File: config.mk
export PLATFORM = sky130hd
export DESIGN_NAME = idt_ctrl
export DESIGN_NICKNAME = d
export VERILOG_FILES = /design/src/sv/idt_pkg.sv /design/src/sv/idt_ctrl.sv
export SDC_FILE = /design/constraint.sdc
export NUM_CORES = 1
export LEC_CHECK = 0
export BUFFER_PORTS_ARGS = -buffer_cell sky130_fd_sc_hd__buf_4
export CAP_MARGIN = 20
export CORE_AREA = 2 2 39 41
export DETAILED_ROUTE_END_ITERATION = 12
export DIE_AREA = 0 0 41 43
export HOLD_SLACK_MARGIN = 0.03
export SETUP_SLACK_MARGIN = 0.5
export SYNTH_ARGS = -nofsm -noshare
export SYNTH_HDL_FRONTEND = slang
export SYNTH_SLANG_ARGS = --single-unit
export TNS_END_PERCENT = 5
File: constraint.sdc
create_clock -name i_clk -period 1.7 [get_ports i_clk]
set_input_delay 0.17 -clock i_clk [delete_from_list [all_inputs] [get_ports i_clk]]
set_output_delay 0.17 -clock i_clk [all_outputs]
set_load 0.05 [all_outputs]
File: src/sv/idt_pkg.sv
// Shared constants, item types and controller/datapath interface types.
package idt_pkg;

    localparam int NUM_REGS   = 256;
    localparam int MAX_LOADS  = 16;
    localparam int LABEL_BITS = 12;

    localparam int REG_IW    = $clog2(NUM_REGS);
    localparam int LD_IW     = (MAX_LOADS > 1) ? $clog2(MAX_LOADS) : 1;
    localparam int LD_CW     = $clog2(MAX_LOADS + 1);
    localparam int MAX_EDGES = MAX_LOADS + 3;
    localparam int LABEL_MAX = (1 << LABEL_BITS) - 1;

    localparam logic [3:0] OP_NOP    = 4'd0;
    localparam logic [3:0] OP_LOAD   = 4'd1;
    localparam logic [3:0] OP_LOADI  = 4'd2;
    localparam logic [3:0] OP_STORE  = 4'd3;
    localparam logic [3:0] OP_ADD    = 4'd4;
    localparam logic [3:0] OP_RSHIFT = 4'd8;
    localparam logic [3:0] OP_OUTPUT = 4'd9;

    typedef struct packed {
        logic       block_start;
        logic [3:0] operation;
        logic       src1_is_reg;
        logic [7:0] src1_reg;
        logic       src2_is_reg;
        logic [7:0] src2_reg;
        logic       dest_present;
        logic [7:0] dest_reg;
    } t_in_item;

    typedef struct packed {
        logic [11:0] node_label;
        logic        has_edge;
        logic [11:0] predecessor_label;
        logic        last_of_run;
        logic        load_list_overflow;
        logic        label_overflow;
    } t_out_item;

    // Which candidate predecessor the datapath examines this cycle.
    typedef enum logic [1:0] {
        CS_RD   = 2'd0,  // definer read from the register table
        CS_LOUT = 2'd1,  // last output
        CS_LST  = 2'd2,  // last store
        CS_LOAD = 2'd3   // pending load under the walk pointer
    } t_cand_sel;

    typedef struct packed {
        logic      accept;
        logic      label;
        logic      rd1;
        logic      rd2;
        logic      wr_dest;
        logic      cand_en;
        t_cand_sel cand_sel;
        logic      walk_clr;
        logic      walk_inc;
        logic      finish;
    } t_cmd;

    typedef struct packed {
        logic in_nop;
        logic out_free;
        logic walk_more;
    } t_sts;

    function automatic logic reg_ok(input logic [7:0] r);
        reg_ok = (int'(r) < NUM_REGS);
    endfunction

    function automatic logic [REG_IW-1:0] reg_idx(input logic [7:0] r);
        reg_idx = REG_IW'(r);
    endfunction

endpackage

File: src/sv/idt_ctrl.sv
// Sequencer: steps one instruction through lookups, serialization checks and the load walk.
module idt_ctrl (
    input  logic          i_clk,
    input  logic          i_rst_n,
    input  logic          i_in_valid,
    input  idt_pkg::t_sts i_sts,
    output idt_pkg::t_cmd o_cmd,
    output logic          o_in_stall
);
    import idt_pkg::*;

    typedef enum logic [2:0] {
        S_IDLE,
        S_LABEL,
        S_C1,
        S_C2,
        S_LO,
        S_LS,
        S_LD,
        S_FIN
    } t_state;

    t_state r_state;
    t_state n_state;

    always_comb begin
        n_state        = r_state;
        o_cmd          = '0;
        o_cmd.cand_sel = CS_RD;
        case (r_state)
            S_IDLE: begin
                if (i_in_valid) begin
                    o_cmd.accept = 1'b1;
                    if (!i_sts.in_nop) begin
                        n_state = S_LABEL;
                    end
                end
            end
            S_LABEL: begin
                o_cmd.label = 1'b1;
                o_cmd.rd1   = 1'b1;
                n_state     = S_C1;
            end
            S_C1: begin
                if (i_sts.out_free) begin
                    o_cmd.cand_en = 1'b1;
                    o_cmd.rd2     = 1'b1;
                    n_state       = S_C2;
                end
            end
            S_C2: begin
                if (i_sts.out_free) begin
                    o_cmd.cand_en = 1'b1;
                    o_cmd.wr_dest = 1'b1;
                    n_state       = S_LO;
                end
            end
            S_LO: begin
                o_cmd.cand_sel = CS_LOUT;
                if (i_sts.out_free) begin
                    o_cmd.cand_en = 1'b1;
                    n_state       = S_LS;
                end
            end
            S_LS: begin
                o_cmd.cand_sel = CS_LST;
                if (i_sts.out_free) begin
                    o_cmd.cand_en  = 1'b1;
                    o_cmd.walk_clr = 1'b1;
                    n_state        = S_LD;
                end
            end
            S_LD: begin
                o_cmd.cand_sel = CS_LOAD;
                if (!i_sts.walk_more) begin
                    n_state = S_FIN;
                end else if (i_sts.out_free) begin
                    o_cmd.cand_en  = 1'b1;
                    o_cmd.walk_inc = 1'b1;
                end
            end
            S_FIN: begin
                if (i_sts.out_free) begin
                    o_cmd.finish = 1'b1;
                    n_state      = S_IDLE;
                end
            end
            default: begin
                n_state = S_IDLE;
            end
        endcase
    end

    always_ff @(posedge i_clk) begin
        if (!i_rst_n) begin
            r_state <= S_IDLE;
        end else begin
            r_state <= n_state;
        end
    end

    assign o_in_stall = (r_state != S_IDLE);

endmodule

==> results of run 1 <==
## synth_stat cells, drive strengths merged
cell | n | area [um2]
a21oi | 1 | 5.00
a221oi | 1 | 15.0
a311oi | 1 | 8.76
and2 | 1 | 8.76
and3 | 2 | 12.5
buf | 3 | 17.5
dfxtp | 3 | 60.1
ha | 4 | 50.1
inv | 4 | 15.0
mux2i | 3 | 30.0
nand2 | 7 | 28.8
nand2b | 2 | 12.5
nand3b | 1 | 7.51
nor2 | 3 | 11.3
nor2b | 1 | 6.26
nor3 | 1 | 5.00
nor3b | 2 | 20.0
o211ai | 1 | 7.51
o21a | 3 | 22.5
o21ai | 3 | 18.8
## kinds of logic after synthesis
group,after synthesis,synth area share [%]
AOI/OAI and AO/OA,10,21.4
adders and majority gates,4,13.8
buffers and inverters,7,8.97
DFF,3,16.6
muxes,3,8.28
and+or+nand+nor,20,31.0
## worst paths after layout
kind	start	end	slack [ns]
setup reg to reg	r_state[0]$_SDFFE_PN0P_	r_state[2]$_SDFFE_PN0P_	0.23
hold reg to reg	r_state[0]$_SDFFE_PN0P_	r_state[0]$_SDFFE_PN0P_	0.52
setup / recovery	r_state[0]$_SDFFE_PN0P_	o_cmd[5]	0.16
hold / removal	i_rst_n	r_state[0]$_SDFFE_PN0P_	0.22
## cell type report
type / instances / area, um2 / share of cell area [%]
Tap cell: 16 / 20.0 / 2.77
Timing Repair Buffer: 25 / 195 / 27.0
Sequential cell: 3 / 67.6 / 9.34
Clock buffer: 4 / 26.3 / 3.63
Inverter: 4 / 20.0 / 2.77
Multi-Input combinational cell: 37 / 394 / 54.5
## worst register-to-register path, delay by kind of cell, from the launching register on
| family | cells | cell delay (ns) |
|---|---|---|
| flops | 1 | 0.37 |
| buf+inv | 2 | 0.22 |
| simple gates | 2 | 0.22 |
| mux | 1 | 0.22 |
| compound gates | 1 | 0.20 |
| fa+ha+maj | 1 | 0.18 |
## per-layer routing
layer / vias to the layer above / track usage [%] / share of wire (%)
met5: - / 0 / 0
met4: 0 / 7.33 / 0
met3: 0 / 3.14 / 4.5
met2: 9 / 22.8 / 56
met1: 185 / 14.2 / 39
li1: 214 / - / -
## metrics by stage
step | area [um2] | std cells | hold WS [ns] | total power [mW]
after floorplan | 470 | 47 | 0.298 | 0.843
after global placement | 616 | 79 | 0.459 | 1.01
after detailed placement | 616 | 79 | 0.462 | 1.02
after CTS | 719 | 89 | 0.211 | 1.29
after global routing | 723 | 89 | 0.227 | 1.36
final | 723 | 89 | 0.222 | 1.27
## power by group
| part | switching, mW | leakage [nW] | internal (mW) |
|---|---|---|---|
| clock network | 0.0352 | 0.0150 | 0.0879 |
| logic | 0.550 | 0.275 | 0.428 |
| registers | 0.0608 | 0.0259 | 0.108 |
| total | 0.646 | 0.315 | 0.624 |
## repair_timing
action                                  CTS  global route
resized for setup                         7             1
endpoints found under the setup margin   15            15
hold endpoints to repair                  0             0
cloned                                    0             0
pin swaps                                 4             0
buffers inserted                          6             0
==> impl_metrics.ini, run 1 <==
[yosys]
ys_seq_elements = 3
syn_area_um2 = 363
syn_nets = 57
yosysWarningCount = 0
synthCells = 47
avgSynthCellArea_um2 = 7.72
synth_cell_types = 26
yosysSeqAreaShare_pct = 16.6

[final_layout]
layout_common_cells = buf_4, nand2_1, ha_4
drive_above_1_share_pct = 68.5
largest_reg_flops = 3
final_core_util_pct = 52.3
fill_cells = 138
top_regs = r_state x3
final_common_cell = buf_4
largest-register = r_state
synthToLayoutAreaGrowth_pct = 99.3
nets = 84
diodes = 0

[place]
place_hpwl_um = 717
io_buffers = 17
pre_cts_ws_ns = 0.306
routabilityCongestion = 0.651

[clock_network]
htreeDepth = 1
cts_tree = done
cts.sinks = 3
postCtsHoldBufs = 0
cts.clk_slew.worst_paths_ns = 0.04
clk_latency_ns = 0.23
cts-root-buf = clkbuf_4
cts_buffers = 3
clock_path_buffers = 2

[timing]
finClkSkew_ns = 0.00388
fin_setup_tns_ns = 0
tightest_slew_ns = 0.428
slew_viol_final = 0
finalSetupViolCount = 0
setup_slack_ns = 0.157
max_freq_ghz = 0.648
fin_crit_sh_pct = 90.8
rsz0062_at_grt = yes
post-route-min-period_ns = 1.54
hold_viol = 0
slew_headroom_pct = 71.4

[route]
drc_errors = 0
wl_per_cell_um = 10.6
drt_iter0_drc = 5
dr_total_vias = 408
wirelength_um = 940
drtAntennaViolNets = 0
dr.pass1.iters = 3
viasPerCell = 4.58

[grt]
grt_usage_pct = 13.5
grt_pass1_vias = 407
grt_pass1_wl_mm = 1.61
grt_max_degree = 12
antenna_found_initial = 0
grt.overflow.total = 0

[worst_setup_path]
worstPathRequired_ns = 1.53
r2r_cells = 7
cp.arrival_ns = 1.37
slowest_delay_ns = 0.37
crit_buf_inv = 2
crit_family = flip-flops
path_class = reg -> out
end_kind = output port
startpoint_type = flop
crit_path_cell_trace = inv_4, ha_4, nor3_4, a311oi_4, buf_6
crit_path_top_delay_cell = dfxtp_4
cp.depth = 5
cp_max_fo = 5

[hold_path]
min_path_type = in -> reg
holdPathStages = 3

[run_status]
status = finished clean

[pwr]
p_leak_nw = 0.315
peakVddDrop_v = 0.000670
cellPowerDensity_nw_per_um2 = 1760

[die]
start_util_pct = 26.2
fp.dieH_um = 43
rows = 14
core-area_um2 = 1380
die_w_um = 41
io_pins = 18
die-area_um2 = 1760

[run]
cap_violations = 0
Note: power is estimated with default switching activity, not from simulation.
==> run 2, diff against run 1 <==
--- a/config.mk
+++ b/config.mk
@@ -8,6 +8,7 @@
 export BUFFER_PORTS_ARGS = -buffer_cell sky130_fd_sc_hd__buf_4
 export CAP_MARGIN = 20
 export CORE_AREA = 2 2 39 41
+export CTS_BUF_LIST = sky130_fd_sc_hd__clkbuf_8 sky130_fd_sc_hd__clkbuf_16
 export DETAILED_ROUTE_END_ITERATION = 12
 export DIE_AREA = 0 0 41 43
 export HOLD_SLACK_MARGIN = 0.03
==> impl_metrics.ini, run 2 (synthesis results as in run 1) <==
[run_status]
status = finished clean

[die]
core-area_um2 = 1380
rows = 14
die-area_um2 = 1760
die_w_um = 41
start_util_pct = 26.2
io_pins = 18
fp.dieH_um = 43

[grt]
grt.overflow.total = 0
grt_usage_pct = 13.6
grt_max_degree = 12
antenna_found_initial = 0
grt_pass1_wl_mm = 1.61
grt_pass1_vias = 410

[clock_network]
htreeDepth = 1
clock_path_buffers = 2
cts_buffers = 3
cts.sinks = 3
cts-root-buf = clkbuf_8
cts.clk_slew.worst_paths_ns = 0.03
clk_latency_ns = 0.21
cts_tree = done
postCtsHoldBufs = 0

[timing]
hold_viol = 0
post-route-min-period_ns = 1.52
fin_setup_tns_ns = 0
slew_headroom_pct = 84.5
finClkSkew_ns = 0.00218
slew_viol_final = 0
max_freq_ghz = 0.657
finalSetupViolCount = 0
setup_slack_ns = 0.178
rsz0062_at_grt = yes
tightest_slew_ns = 0.233
fin_crit_sh_pct = 89.5

[place]
io_buffers = 17
place_inst = 79
pre_cts_ws_ns = 0.306
routabilityCongestion = 0.651
place_hpwl_um = 717

[route]
dr_total_vias = 408
viasPerCell = 4.58
wirelength_um = 949
dr.pass1.iters = 2
drc_errors = 0
wl_per_cell_um = 10.7
drt_iter0_drc = 2
drtAntennaViolNets = 0

[final_layout]
final_common_cell = buf_4
largest_reg_flops = 3
layout_common_cells = buf_4, nand2_1, ha_4
largest-register = r_state
drive_above_1_share_pct = 69.9
nets = 84
diodes = 0
top_regs = r_state x3
multiInputGateArea_um2 = 394
fill_cells = 138
final_cells = 89
synthToLayoutAreaGrowth_pct = 105
seq_area_um2 = 68.8

[worst_setup_path]
cp.arrival_ns = 1.35
path_class = reg -> out
end_kind = output port
worstPathRequired_ns = 1.53
cp_max_fo = 5
startpoint_type = flop

[pwr]
cellPowerDensity_nw_per_um2 = 1810
p_leak_nw = 0.328
peakVddDrop_v = 0.000742
seq_power_share_pct = 12.6
p_int_mw = 0.690
pwr-share-clk_pct = 14.8
swShare_pct = 48.7
power.share.combinational_pct = 72.6
switchingPower_mw = 0.656

[hold_path]
min_path_type = in -> reg

[run]
cap_violations = 0
==> run 2: worst paths after layout <==
| kind | endpoint | slack (ns) | startpoint | cells past startpoint |
|---|---|---|---|---|
| setup / recovery | o_cmd[5] | 0.18 | r_state[0]$_SDFFE_PN0P_ | 5 |
| setup reg to reg | r_state[2]$_SDFFE_PN0P_ | 0.22 | r_state[0]$_SDFFE_PN0P_ | 7 |
| hold / removal | r_state[0]$_SDFFE_PN0P_ | 0.24 | i_rst_n | 3 |
| hold reg to reg | r_state[0]$_SDFFE_PN0P_ | 0.52 | r_state[0]$_SDFFE_PN0P_ | 2 |
==> run 2: metal layers <==
layer | share of wire (%) | vias up | GRT usage [%]
li1 | - | 214 | -
met1 | 39 | 181 | 14.5
met2 | 55 | 11 | 22.8
met3 | 5.0 | 2 | 1.57
met4 | 1.7 | 0 | 9.33
met5 | 0 | - | 0
==> run 2: critical path: stages (launching register included) <==
cell,delay [ns]
dfxtp_4,0.36
inv_4,0.08
ha_4,0.18
nand2_4,0.07
a311oi_4,0.25
buf_6,0.19
==> run 2: power groups by stage <==
| stage | Combinational, mW | Clock, mW | Sequential [mW] |
|---|---|---|---|
| finish | 0.978 | 0.199 | 0.169 |
| global route | 1.04 | 0.213 | 0.175 |
| CTS | 0.983 | 0.206 | 0.170 |
| detailed placement | 0.867 | 0 | 0.153 |
| global placement | 0.862 | 0 | 0.150 |
| floorplan | 0.704 | 0 | 0.139 |
==> run 2: cell type report <==
cell class	count	share of cell area, %
multi-input combinational	37	53.0
sequential	3	9.26
timing repair buffer	25	26.3
inverter	4	2.69
clock inverter	1	0.505
clock buffer	3	5.56
tap	16	2.69
==> run 2: what timing repair did <==
action,in CTS,in global routing
pin swaps,4,0
resized for setup,7,2
setup endpoints to repair,15,15
setup buffers,6,0
hold endpoints to repair,0,0
==> run 2: per-stage QoR <==
stage | hold WS, ns | total power [mW] | instance area, um2 | utilization, %
after floorplan | 0.298 | 0.843 | 470 | -
after global placement | 0.459 | 1.01 | 616 | 44.5
after detailed placement | 0.462 | 1.02 | 616 | 44.5
after CTS | 0.234 | 1.36 | 738 | 53.3
after global routing | 0.258 | 1.43 | 743 | 53.7
final | 0.239 | 1.35 | 743 | 53.7
==> run 3, diff against run 2 <==
--- a/config.mk
+++ b/config.mk
@@ -12,6 +12,7 @@
 export DETAILED_ROUTE_END_ITERATION = 12
 export DIE_AREA = 0 0 41 43
 export HOLD_SLACK_MARGIN = 0.03
+export PLACE_DENSITY_LB_ADDON = 0.15
 export SETUP_SLACK_MARGIN = 0.5
 export SYNTH_ARGS = -nofsm -noshare
 export SYNTH_HDL_FRONTEND = slang
==> impl_metrics.ini, run 3 (synthesis results as in run 1) <==
[run_status]
status = finished clean

[place]
place_hpwl_um = 683
pre_cts_ws_ns = 0.327
io_buffers = 17
placed_area_um2 = 616
place_inst = 79
routabilityCongestion = 0.667

[worst_setup_path]
cp.arrival_ns = 1.32
end_kind = output port
r2r_cells = 7
cp_max_fo = 4
rrSetupSlack_ns = 0.25
crit_family = flip-flops
crit_buf_inv = 2
worstPathRequired_ns = 1.53
crit_path_cell_trace = inv_4, ha_4, nor2_4, a311oi_4, buf_6
slowest_delay_ns = 0.36
startpoint = r_state[0]$_SDFFE_PN0P_
crit_path_top_delay_cell = dfxtp_4
cp.depth = 5
path_class = reg -> out
reg2reg_from = r_state[1]$_SDFFE_PN0P_
worstReg2RegEnd = r_state[0]$_SDFFE_PN0P_
startpoint_type = flop

[timing]
finalSetupViolCount = 0
tightest_slew_ns = 0.235
holdWs_ns = 0.245
setup_slack_ns = 0.206
max_freq_ghz = 0.669
slew_viol_final = 0
fin_setup_tns_ns = 0
slew_headroom_pct = 84.3
hold_viol = 0
finClkSkew_ns = 0.00268
fin_crit_sh_pct = 87.9
post-route-min-period_ns = 1.49
rsz0062_at_grt = yes

[route]
drc_errors = 0
dr_total_vias = 409
wl_per_cell_um = 10.3
dr.pass1.iters = 2
viasPerCell = 4.54
wirelength_um = 929
drt_iter0_drc = 3
drtAntennaViolNets = 0

[die]
io_pins = 18
die-area_um2 = 1760
start_util_pct = 26.2
core-area_um2 = 1380
fp.dieH_um = 43
rows = 14
die_w_um = 41

[pwr]
power.share.combinational_pct = 73.2
swShare_pct = 48.3
switchingPower_mw = 0.658
seq_power_share_pct = 12.4
peakVddDrop_v = 0.000780
p_int_mw = 0.705
cellPowerDensity_nw_per_um2 = 1810
p_leak_nw = 0.332
pwr-share-clk_pct = 14.4

[clock_network]
htreeDepth = 1
clock_path_buffers = 2
cts_buffers = 3
cts_tree = done
postCtsHoldBufs = 0
clk_latency_ns = 0.21
cts-root-buf = clkbuf_8
cts.sinks = 3
cts.clk_slew.worst_paths_ns = 0.03

[grt]
antenna_found_initial = 0
grt_max_degree = 11
grt.overflow.total = 0
grt_pass1_wl_mm = 1.52
grt_pass1_vias = 362
grt_usage_pct = 12.6

[hold_path]
holdPathStages = 3
hold_path.startpoint = i_rst_n
min_path_type = in -> reg
hold_end = r_state[1]$_SDFFE_PN0P_

[final_layout]
final_common_cell = buf_4
nets = 85
synthToLayoutAreaGrowth_pct = 108
largest-register = r_state
layout_common_cells = buf_4, nand2_1, ha_4
diodes = 0
drive_above_1_share_pct = 70.3
largest_reg_flops = 3
design_area_um2 = 753
final_cells = 90
top_regs = r_state x3

[run]
cap_violations = 0
==> run 3: worst max path at each step <==
stage	endpoint
6_report	o_cmd[5]
5_1_grt	o_cmd[5]
4_1_cts	o_cmd[5]
3_5_place_dp	o_cmd[5]
3_3_place_gp	o_cmd[5]
2_1_floorplan	o_cmd[5]
==> run 3: worst min-delay path: stages <==
cell     delay, ns
buf_4         0.13
nand2_1       0.06
mux2i_1       0.05
==> run 3: layout make-up <==
class / count / area, um2
Fill cell: 116 / 631
Clock inverter: 1 / 3.75
Clock buffer: 3 / 41.3
Multi-Input combinational cell: 37 / 393
Timing Repair Buffer: 26 / 206
Tap cell: 16 / 20.0
Sequential cell: 3 / 68.8
Inverter: 4 / 20.0
==> run 3: routing by layer <==
metal,GRT usage (%),wire [um],vias to the layer above
met1,14.7,413,187
met2,19.4,479,9
met3,4.71,36,0
li1,-,-,213
met5,0,0,-
met4,6.00,0,0
==> run 3: timing repair <==
action / CTS / global route
hold endpoints to repair: 0 / 0
setup endpoints to repair: 15 / 15
pin swaps: 4 / 4
setup buffers: 7 / 0
cloned: 0 / 0
resized for setup: 8 / 2
==> run 3: per-stage QoR <==
stage / utilization [%] / total power [mW]
after floorplan: - / 0.843
after global placement: 44.5 / 1.01
after detailed placement: 44.5 / 1.01
after CTS: 53.8 / 1.36
after global routing: 54.4 / 1.45
final: 54.4 / 1.36
==> run 3: power by group through the flow <==
stage / combinational (mW) / clock [mW] / sequential, mW
after global placement: 0.859 / 0 / 0.152
after detailed placement: 0.860 / 0 / 0.152
after global routing: 1.07 / 0.212 / 0.173
final: 0.998 / 0.197 / 0.169
after floorplan: 0.704 / 0 / 0.139
after CTS: 0.984 / 0.205 / 0.168
